--- src/sv/pwss_pkg.sv ---
// ----------------------------------------------------------------------------
// pwss_pkg
// Request and status codes and the case folding helper for the positional
// word similarity search.
// ----------------------------------------------------------------------------
package pwss_pkg;

	localparam logic [1:0] REQ_QUERY  = 2'd0;
	localparam logic [1:0] REQ_DICT   = 2'd1;
	localparam logic [1:0] REQ_FINISH = 2'd2;

	localparam logic [1:0] STAT_NONE    = 2'd0;
	localparam logic [1:0] STAT_CLOSEST = 2'd1;
	localparam logic [1:0] STAT_EXACT   = 2'd2;

	localparam logic [7:0] UPPER_A = 8'h41;
	localparam logic [7:0] UPPER_Z = 8'h5A;
	localparam logic [7:0] CASE_OFFSET = 8'h20;

	// Map ASCII upper case onto lower case, leave every other byte alone.
	function automatic logic [7:0] fold_case(input logic [7:0] c);
		if (c >= UPPER_A && c <= UPPER_Z) begin
			return c + CASE_OFFSET;
		end
		return c;
	endfunction

endpackage

--- src/sv/pwss_in_if.sv ---
// ----------------------------------------------------------------------------
// pwss_in_if
// Request channel: query characters, dictionary characters and finish words.
// ----------------------------------------------------------------------------
interface pwss_in_if;
	logic       valid;
	logic       ready;
	logic [1:0] req_type;
	logic [7:0] char_code;
	logic       word_end;

	modport source (output valid, req_type, char_code, word_end, input ready);
	modport sink (input valid, req_type, char_code, word_end, output ready);
endinterface

--- src/sv/pwss_out_if.sv ---
// ----------------------------------------------------------------------------
// pwss_out_if
// Result channel: one report word per finish request.
// ----------------------------------------------------------------------------
interface pwss_out_if;
	logic        valid;
	logic        ready;
	logic [1:0]  status;
	logic [15:0] best_index;
	logic [6:0]  match_count;
	logic [6:0]  word_length;

	modport source (output valid, status, best_index, match_count, word_length,
		input ready);
	modport sink (input valid, status, best_index, match_count, word_length,
		output ready);
endinterface

--- src/sv/pwss_ram.sv ---
// ----------------------------------------------------------------------------
// pwss_ram
// Generic single write port, single read port RAM with registered read data.
// ----------------------------------------------------------------------------
module pwss_ram #(
	parameter int WIDTH = 8,
	parameter int DEPTH = 64
) (
	input  logic                                   clk,
	input  logic                                   wr_en,
	input  logic [(DEPTH > 1 ? $clog2(DEPTH) : 1)-1:0] wr_addr,
	input  logic [WIDTH-1:0]                       wr_data,
	input  logic                                   rd_en,
	input  logic [(DEPTH > 1 ? $clog2(DEPTH) : 1)-1:0] rd_addr,
	output logic [WIDTH-1:0]                       rd_data
);

	logic [WIDTH-1:0] mem_q [DEPTH];

	always_ff @(posedge clk) begin
		if (wr_en) begin
			mem_q[wr_addr] <= wr_data;
		end
		if (rd_en) begin
			rd_data <= mem_q[rd_addr];
		end
	end

endmodule

--- src/sv/positional_word_similarity_search_top.sv ---
// A finish word's report passes through stage 1 and then the result register.
// Throughput: one word per cycle while the sink is not stalling the result register;
// the query store read is registered, so the position counter runs at accept time and scoring happens in stage 1.
// Reset: asynchronous, clears all control and search state; the query store
// holds garbage until the first query is loaded and needs no clearing.
// ----------------------------------------------------------------------------
// positional_word_similarity_search_top
// Loads a query word, scores streamed dictionary words by case-insensitive
// positional matches over word length and reports the best or exact word.
// ----------------------------------------------------------------------------
module positional_word_similarity_search_top #(
	parameter int MAX_WORD_LEN = 64,
	parameter int MAX_WORDS    = 65536
) (
	input  logic        clk,
	input  logic        arst_n,
	pwss_in_if.sink     in_ch,
	pwss_out_if.source  out_ch
);
	import pwss_pkg::*;

	localparam int LW = $clog2(MAX_WORD_LEN + 1);
	localparam int AW = (MAX_WORD_LEN > 1) ? $clog2(MAX_WORD_LEN) : 1;
	localparam int WW = $clog2(MAX_WORDS);
	localparam logic [LW-1:0] LEN_MAX  = LW'(MAX_WORD_LEN);
	localparam logic [WW-1:0] WORD_TOP = WW'(MAX_WORDS - 1);

	logic en, acc, start;

	// front end: runs at accept time
	logic          open_q;
	logic [LW-1:0] qlen_q;
	logic [LW-1:0] pos_q;
	logic [LW-1:0] qbase;

	// stage 1
	logic          valid_s1;
	logic [1:0]    req_s1;
	logic [7:0]    ch_s1;
	logic          last_s1;
	logic [LW-1:0] pos_s1;
	logic [LW-1:0] qlen_s1;
	logic          start_s1;

	// search state
	logic [LW-1:0] cur_m_q;
	logic          cur_id_q;
	logic [WW-1:0] wc_q;
	logic [WW-1:0] best_idx_q;
	logic [LW-1:0] best_m_q;
	logic [LW-1:0] best_len_q;
	logic          exact_q;

	// result register
	logic          out_valid_q;
	logic [1:0]    status_q;
	logic [15:0]   index_q;
	logic [6:0]    count_q;
	logic [6:0]    length_q;

	logic [7:0]      q_char;
	logic            in_rng, in_q, hit;
	logic [LW-1:0]   cur_m_nxt, len_nxt;
	logic            cur_id_nxt, is_exact, better;
	logic [2*LW-1:0] lhs, rhs;

	assign en    = !(out_valid_q && !out_ch.ready);
	assign acc   = in_ch.valid && en;
	assign start = !open_q;
	assign qbase = start ? '0 : qlen_q;

	assign in_ch.ready = en;

	pwss_ram #(
		.WIDTH (8),
		.DEPTH (MAX_WORD_LEN)
	) u_query_ram (
		.clk     (clk),
		.wr_en   (acc && in_ch.req_type == REQ_QUERY && qbase < LEN_MAX),
		.wr_addr (qbase[AW-1:0]),
		.wr_data (in_ch.char_code),
		.rd_en   (en),
		.rd_addr (pos_q[AW-1:0]),
		.rd_data (q_char)
	);

	always_ff @(posedge clk or negedge arst_n) begin
		if (!arst_n) begin
			open_q <= 1'b0;
			qlen_q <= '0;
			pos_q  <= '0;
		end else if (acc) begin
			unique case (in_ch.req_type)
				REQ_QUERY: begin
					open_q <= !in_ch.word_end;
					pos_q  <= '0;
					if (qbase < LEN_MAX) begin
						qlen_q <= qbase + 1'b1;
					end else begin
						qlen_q <= qbase;
					end
				end
				REQ_DICT: begin
					open_q <= 1'b0;
					if (in_ch.word_end) begin
						pos_q <= '0;
					end else if (pos_q < LEN_MAX) begin
						pos_q <= pos_q + 1'b1;
					end
				end
				REQ_FINISH: begin
					open_q <= 1'b0;
					pos_q  <= '0;
				end
				default: begin
				end
			endcase
		end
	end

	always_ff @(posedge clk or negedge arst_n) begin
		if (!arst_n) begin
			valid_s1 <= 1'b0;
		end else if (en) begin
			valid_s1 <= in_ch.valid;
		end
	end

	always_ff @(posedge clk) begin
		if (acc) begin
			req_s1   <= in_ch.req_type;
			ch_s1    <= in_ch.char_code;
			last_s1  <= in_ch.word_end;
			pos_s1   <= pos_q;
			qlen_s1  <= qlen_q;
			start_s1 <= start;
		end
	end

	// score one dictionary word
	always_comb begin
		in_rng     = pos_s1 < LEN_MAX;
		in_q       = pos_s1 < qlen_s1;
		hit        = in_rng && in_q && (fold_case(q_char) == fold_case(ch_s1));
		cur_m_nxt  = cur_m_q + LW'(hit);
		cur_id_nxt = cur_id_q && !(in_rng && (!in_q || q_char != ch_s1));
		len_nxt    = in_rng ? pos_s1 + 1'b1 : pos_s1;
		is_exact   = cur_id_nxt && (len_nxt == qlen_s1);
		lhs        = (2*LW)'(cur_m_nxt) * (2*LW)'(best_len_q);
		rhs        = (2*LW)'(best_m_q) * (2*LW)'(len_nxt);
		better     = lhs > rhs;
	end

	always_ff @(posedge clk or negedge arst_n) begin
		if (!arst_n) begin
			cur_m_q    <= '0;
			cur_id_q   <= 1'b1;
			wc_q       <= '0;
			best_idx_q <= '0;
			best_m_q   <= '0;
			best_len_q <= LW'(1);
			exact_q    <= 1'b0;
		end else if (en && valid_s1) begin
			unique case (req_s1)
				REQ_QUERY: begin
					if (start_s1) begin
						cur_m_q    <= '0;
						cur_id_q   <= 1'b1;
						wc_q       <= '0;
						best_idx_q <= '0;
						best_m_q   <= '0;
						best_len_q <= LW'(1);
						exact_q    <= 1'b0;
					end
				end
				REQ_DICT: begin
					if (!exact_q) begin
						if (last_s1) begin
							priority if (is_exact) begin
								exact_q    <= 1'b1;
								best_idx_q <= wc_q;
								best_m_q   <= len_nxt;
								best_len_q <= len_nxt;
							end else if (better) begin
								best_idx_q <= wc_q;
								best_m_q   <= cur_m_nxt;
								best_len_q <= len_nxt;
							end else begin
							end
							wc_q     <= (wc_q == WORD_TOP) ? '0 : wc_q + 1'b1;
							cur_m_q  <= '0;
							cur_id_q <= 1'b1;
						end else begin
							cur_m_q  <= cur_m_nxt;
							cur_id_q <= cur_id_nxt;
						end
					end
				end
				REQ_FINISH: begin
					cur_m_q    <= '0;
					cur_id_q   <= 1'b1;
					wc_q       <= '0;
					best_idx_q <= '0;
					best_m_q   <= '0;
					best_len_q <= LW'(1);
					exact_q    <= 1'b0;
				end
				default: begin
				end
			endcase
		end
	end

	// report word
	always_ff @(posedge clk or negedge arst_n) begin
		if (!arst_n) begin
			out_valid_q <= 1'b0;
		end else if (en) begin
			out_valid_q <= valid_s1 && req_s1 == REQ_FINISH;
		end
	end

	always_ff @(posedge clk) begin
		if (en && valid_s1 && req_s1 == REQ_FINISH) begin
			priority if (exact_q) begin
				status_q <= STAT_EXACT;
				index_q  <= 16'(best_idx_q);
				count_q  <= 7'(best_m_q);
				length_q <= 7'(best_len_q);
			end else if (best_m_q == '0) begin
				status_q <= STAT_NONE;
				index_q  <= '0;
				count_q  <= '0;
				length_q <= '0;
			end else begin
				status_q <= STAT_CLOSEST;
				index_q  <= 16'(best_idx_q);
				count_q  <= 7'(best_m_q);
				length_q <= 7'(best_len_q);
			end
		end
	end

	assign out_ch.valid       = out_valid_q;
	assign out_ch.status      = status_q;
	assign out_ch.best_index  = index_q;
	assign out_ch.match_count = count_q;
	assign out_ch.word_length = length_q;

endmodule

--- src/flat_wrapper.sv ---
// flat-port wrapper written by rule: the top's interface ports become plain ports
module positional_word_similarity_search_top_flat import pwss_pkg::*;
#(
	parameter int MAX_WORD_LEN = 64,
	parameter int MAX_WORDS    = 65536
)
  (clk, arst_n, in_ch_valid, in_ch_req_type, in_ch_char_code, in_ch_word_end, in_ch_ready, out_ch_valid, out_ch_status, out_ch_best_index, out_ch_match_count, out_ch_word_length, out_ch_ready);
  pwss_in_if in_ch_i ();
  pwss_out_if out_ch_i ();
  input  logic clk;
  input  logic arst_n;
  input wire logic [$bits(in_ch_i.valid)-1:0] in_ch_valid;
  input wire logic [$bits(in_ch_i.req_type)-1:0] in_ch_req_type;
  input wire logic [$bits(in_ch_i.char_code)-1:0] in_ch_char_code;
  input wire logic [$bits(in_ch_i.word_end)-1:0] in_ch_word_end;
  output wire logic [$bits(in_ch_i.ready)-1:0] in_ch_ready;
  output wire logic [$bits(out_ch_i.valid)-1:0] out_ch_valid;
  output wire logic [$bits(out_ch_i.status)-1:0] out_ch_status;
  output wire logic [$bits(out_ch_i.best_index)-1:0] out_ch_best_index;
  output wire logic [$bits(out_ch_i.match_count)-1:0] out_ch_match_count;
  output wire logic [$bits(out_ch_i.word_length)-1:0] out_ch_word_length;
  input wire logic [$bits(out_ch_i.ready)-1:0] out_ch_ready;
  assign in_ch_i.valid = in_ch_valid;
  assign in_ch_i.req_type = in_ch_req_type;
  assign in_ch_i.char_code = in_ch_char_code;
  assign in_ch_i.word_end = in_ch_word_end;
  assign in_ch_ready = in_ch_i.ready;
  assign out_ch_valid = out_ch_i.valid;
  assign out_ch_status = out_ch_i.status;
  assign out_ch_best_index = out_ch_i.best_index;
  assign out_ch_match_count = out_ch_i.match_count;
  assign out_ch_word_length = out_ch_i.word_length;
  assign out_ch_i.ready = out_ch_ready;
  positional_word_similarity_search_top #(.MAX_WORD_LEN(MAX_WORD_LEN), .MAX_WORDS(MAX_WORDS)) u_core (.clk(clk), .arst_n(arst_n), .in_ch(in_ch_i), .out_ch(out_ch_i));
endmodule
--- config.mk ---
export PLATFORM = sky130hd
export DESIGN_NAME = positional_word_similarity_search_top_flat
export DESIGN_NICKNAME = d
export VERILOG_FILES = /design/src/sv/pwss_pkg.sv /design/src/sv/pwss_in_if.sv /design/src/sv/pwss_out_if.sv /design/src/sv/pwss_ram.sv /design/src/sv/positional_word_similarity_search_top.sv /design/src/flat_wrapper.sv
export SDC_FILE = /design/constraint.sdc
export NUM_CORES = 1
export LEC_CHECK = 0
export BUFFER_PORTS_ARGS = -buffer_cell sky130_fd_sc_hd__buf_2
export CAP_MARGIN = 40
export CORE_UTILIZATION = 43
export DETAILED_ROUTE_END_ITERATION = 16
export PLACE_DENSITY = 0.67
export SYNTH_ARGS = -nofsm -noshare
export SYNTH_HDL_FRONTEND = slang
export SYNTH_SLANG_ARGS = --single-unit
--- constraint.sdc ---
create_clock -name clk -period 19.6 [get_ports clk]
set_input_delay 3.92 -clock clk [delete_from_list [all_inputs] [get_ports clk]]
set_output_delay 3.92 -clock clk [all_outputs]
set_load 0.05 [all_outputs]
==> out/results.ini <==
[clock_tree]
clk_latency_ns=0.61
clk_path_buf_depth=3
path_clk_slew_ns=0.06
cts_hold_buf=0
htreeDepth=3
cts-buffers-inserted=67
post_cts_resized=0
cts_tree=built
cts_sinks=650
cts-root-buf=clkbuf_16
cts_setup_buffers=0

[timing]
worst_clock_skew_ns=0.0212
timing.fmax_mhz=105
rsz0062_at_grt=false
min_period_ns=9.55
finalHoldViolations=0
maxSlewHeadroom_pct=41.6
max_slew.worst_pin.slew_ns=0.873
fin_setup_tns_ns=0
finalSetupViolCount=0
period_share_pct=48.7
hold_slack_ns=0.493
final_max_slew_viol_count=0

[global_routing]
grt.overflow.total=0
grt.total_usage_pct=18.6
grt_pass1_vias=16100
grt_max_degree=67
grt_pass1_wl_um=98700
antenna_found_initial=1

[route]
route.detailed.drc=0
post_drt_wl_per_cell_um=22.7
vias=15900
vias_per_cell=5.69
drtIter0Drc=1663
drt_wl_total_um=63600
ant_nets=0
drt_pass1_iterations=5

[placed_design]
dpl_cell_area_um2=31000
numPlacedInstances=2674
gp_congestion=0.862
io_buffer_count=48
place_hpwl_um=42000

[worst_setup_path]
crit_slowest_cell=xnor2_1
arrival_ns=10.08
required_ns=20.13
startpoint_type=flip-flop
cpPeakStageDelay_ns=0.60
cp_max_fo=21
critical_path_class=flip-flop to flip-flop
cpMostUsedCell=ha_1
cp-end-kind=flip-flop

[synth]
yosysTopAreaCellShare_pct=58.7
ys_seq_area_share_pct=64.8
yosysMostFrequentCell=edfxtp_1
synthTopCellsByArea=edfxtp_1, mux4_2, dfrtp_1, ha_1, fa_1
netlist_area_um2=29600
ys_top_cells_by_count=edfxtp_1, mux4_2, nor2_1
synth_edf_count=578
syn_area_per_cell_um2=16.5
synth_cell_types=58
synthArstFlopShare_pct=11.1
synth_fp_nets=1952
synth_top_cell_by_area=edfxtp_1
netlist_instances=1793
synthFlopType=edfxtp_1
ys_ff_latch=650
ys_warn_count=0

[floorplan]
core-area_um2=67600
die_area_um2=69900
die_w_um=264
io_pins=49
die_h_um=264
start_util_pct=43.7
fp-row-count=95

[final_layout]
antenna_cells=0
drive_above_1_share_pct=19.0
finalNetCount=2030
areaGrowthSynthToFinish_pct=12.2
fin_cells=2795
design_area_um2=33200

[run_status]
status=finished, final reports clean

[flow_run]
drv_cap=0

[power]
ir_worst_vdd_mv=0.101
powerDensity_nw_per_um2=92.3
leakagePower_nw=11.7

[min_path]
min_path_type=flip-flop to flip-flop

[registers in the layout, summed over array words and instances, names as in the netlist, 2 cells and up]
register                    cells
u_core.u_query_ram.mem_q      512
u_core.best_idx_q              16
u_core.out_ch.best_index       16
u_core.wc_q                    16
u_core.ch_s1                    8
u_core.u_query_ram.rd_data      8
u_core.best_len_q               7
u_core.best_m_q                 7
u_core.cur_m_q                  7
u_core.out_ch.match_count       7
u_core.out_ch.word_length       7
u_core.pos_q                    7
u_core.pos_s1                   7
u_core.qlen_q                   7
u_core.qlen_s1                  7
u_core.out_ch.status            2
u_core.req_s1                   2
[worst paths after layout]
path | startpoint | endpoint | slack (ns) | depth (start not counted)
min reg2reg | u_core.cur_m_q[0] | u_core.cur_m_q[0] | 0.49 | 2
min in group asynchronous | arst_n | u_core.best_idx_q[2] | 3.13 | 1
min | u_core.cur_m_q[0] | u_core.cur_m_q[0] | 0.49 | 2
max reg2reg | u_core.ch_s1[0] | u_core.best_len_q[1] | 10.05 | 34
max | u_core.ch_s1[0] | u_core.best_len_q[1] | 10.05 | 34
max in group asynchronous | arst_n | u_core.best_len_q[0] | 15.87 | 2
[layout by cell type, fill, tap and decap left out, drive strengths merged, types with 39 or more instances in the layout]
cell type	Yosys	layout
clkbuf	46	89
nor2	127	127
inv	90	93
fa	48	48
dfrtp	70	70
ha	96	96
buf	32	87
edfxtp	578	578
nand2	105	105
mux4	168	168
o21ai	56	56
nor2b	39	39
and2	47	47
[report_power, final]
part	switching, mW	internal (mW)	total [mW]
Clock	0.523	0.721	1.24
Sequential	0.0371	1.53	1.57
Combinational	0.139	0.116	0.255
[cell type report]
cell class | count | area (µm²)
clock inverters | 31 | 274
flip-flops and latches | 650 | 19200
repair buffers | 87 | 707
fillers | 5492 | 34400
clock buffers | 89 | 1880
inverters | 90 | 338
well taps | 873 | 1090
multi-input cells | 975 | 9750
[metal layers]
| metal | track usage (%) | wire length [µm] | vias to the layer above |
|---|---|---|---|
| li1 | - | - | 7056 |
| met1 | 25.3 | 26900 | 8237 |
| met2 | 30.4 | 31200 | 517 |
| met3 | 3.95 | 3950 | 98 |
| met4 | 5.06 | 1470 | 2 |
| met5 | 0 | 13 | - |
[critical path: cells and delay by family (launching register included)]
kind | cells | cell delay [ns]
DFF | 1 | 0.42
adders and majority gates | 8 | 2.70
buffers and inverters | 1 | 0.21
xor gates and xnor gates | 3 | 1.06
and+or+nand+nor | 7 | 1.61
AOI/OAI and AO/OA | 14 | 3.35
muxes | 1 | 0.13
[logic make-up after synthesis]
group	count (synthesis)	synth area share, %
adders and majority gates	144	7.31
muxes	173	13.0
buffers and inverters	168	2.33
and+or+nand+nor	447	7.40
xor gates and xnor gates	50	1.67
DFF	650	64.8
AOI/OAI and AO/OA	161	3.57
[through the flow]
stage | worst slack (ns) | total power [mW] | utilization (%)
4_1_cts | 10.11 | 3.09 | 49.1
3_3_place_gp | 10.12 | 1.84 | 45.4
3_5_place_dp | 10.15 | 1.85 | 45.9
6_report | 10.05 | 3.07 | 49.1
2_1_floorplan | 10.91 | 1.75 | -
5_1_grt | 9.31 | 3.16 | 49.1
(Power assumes the default switching activity.)
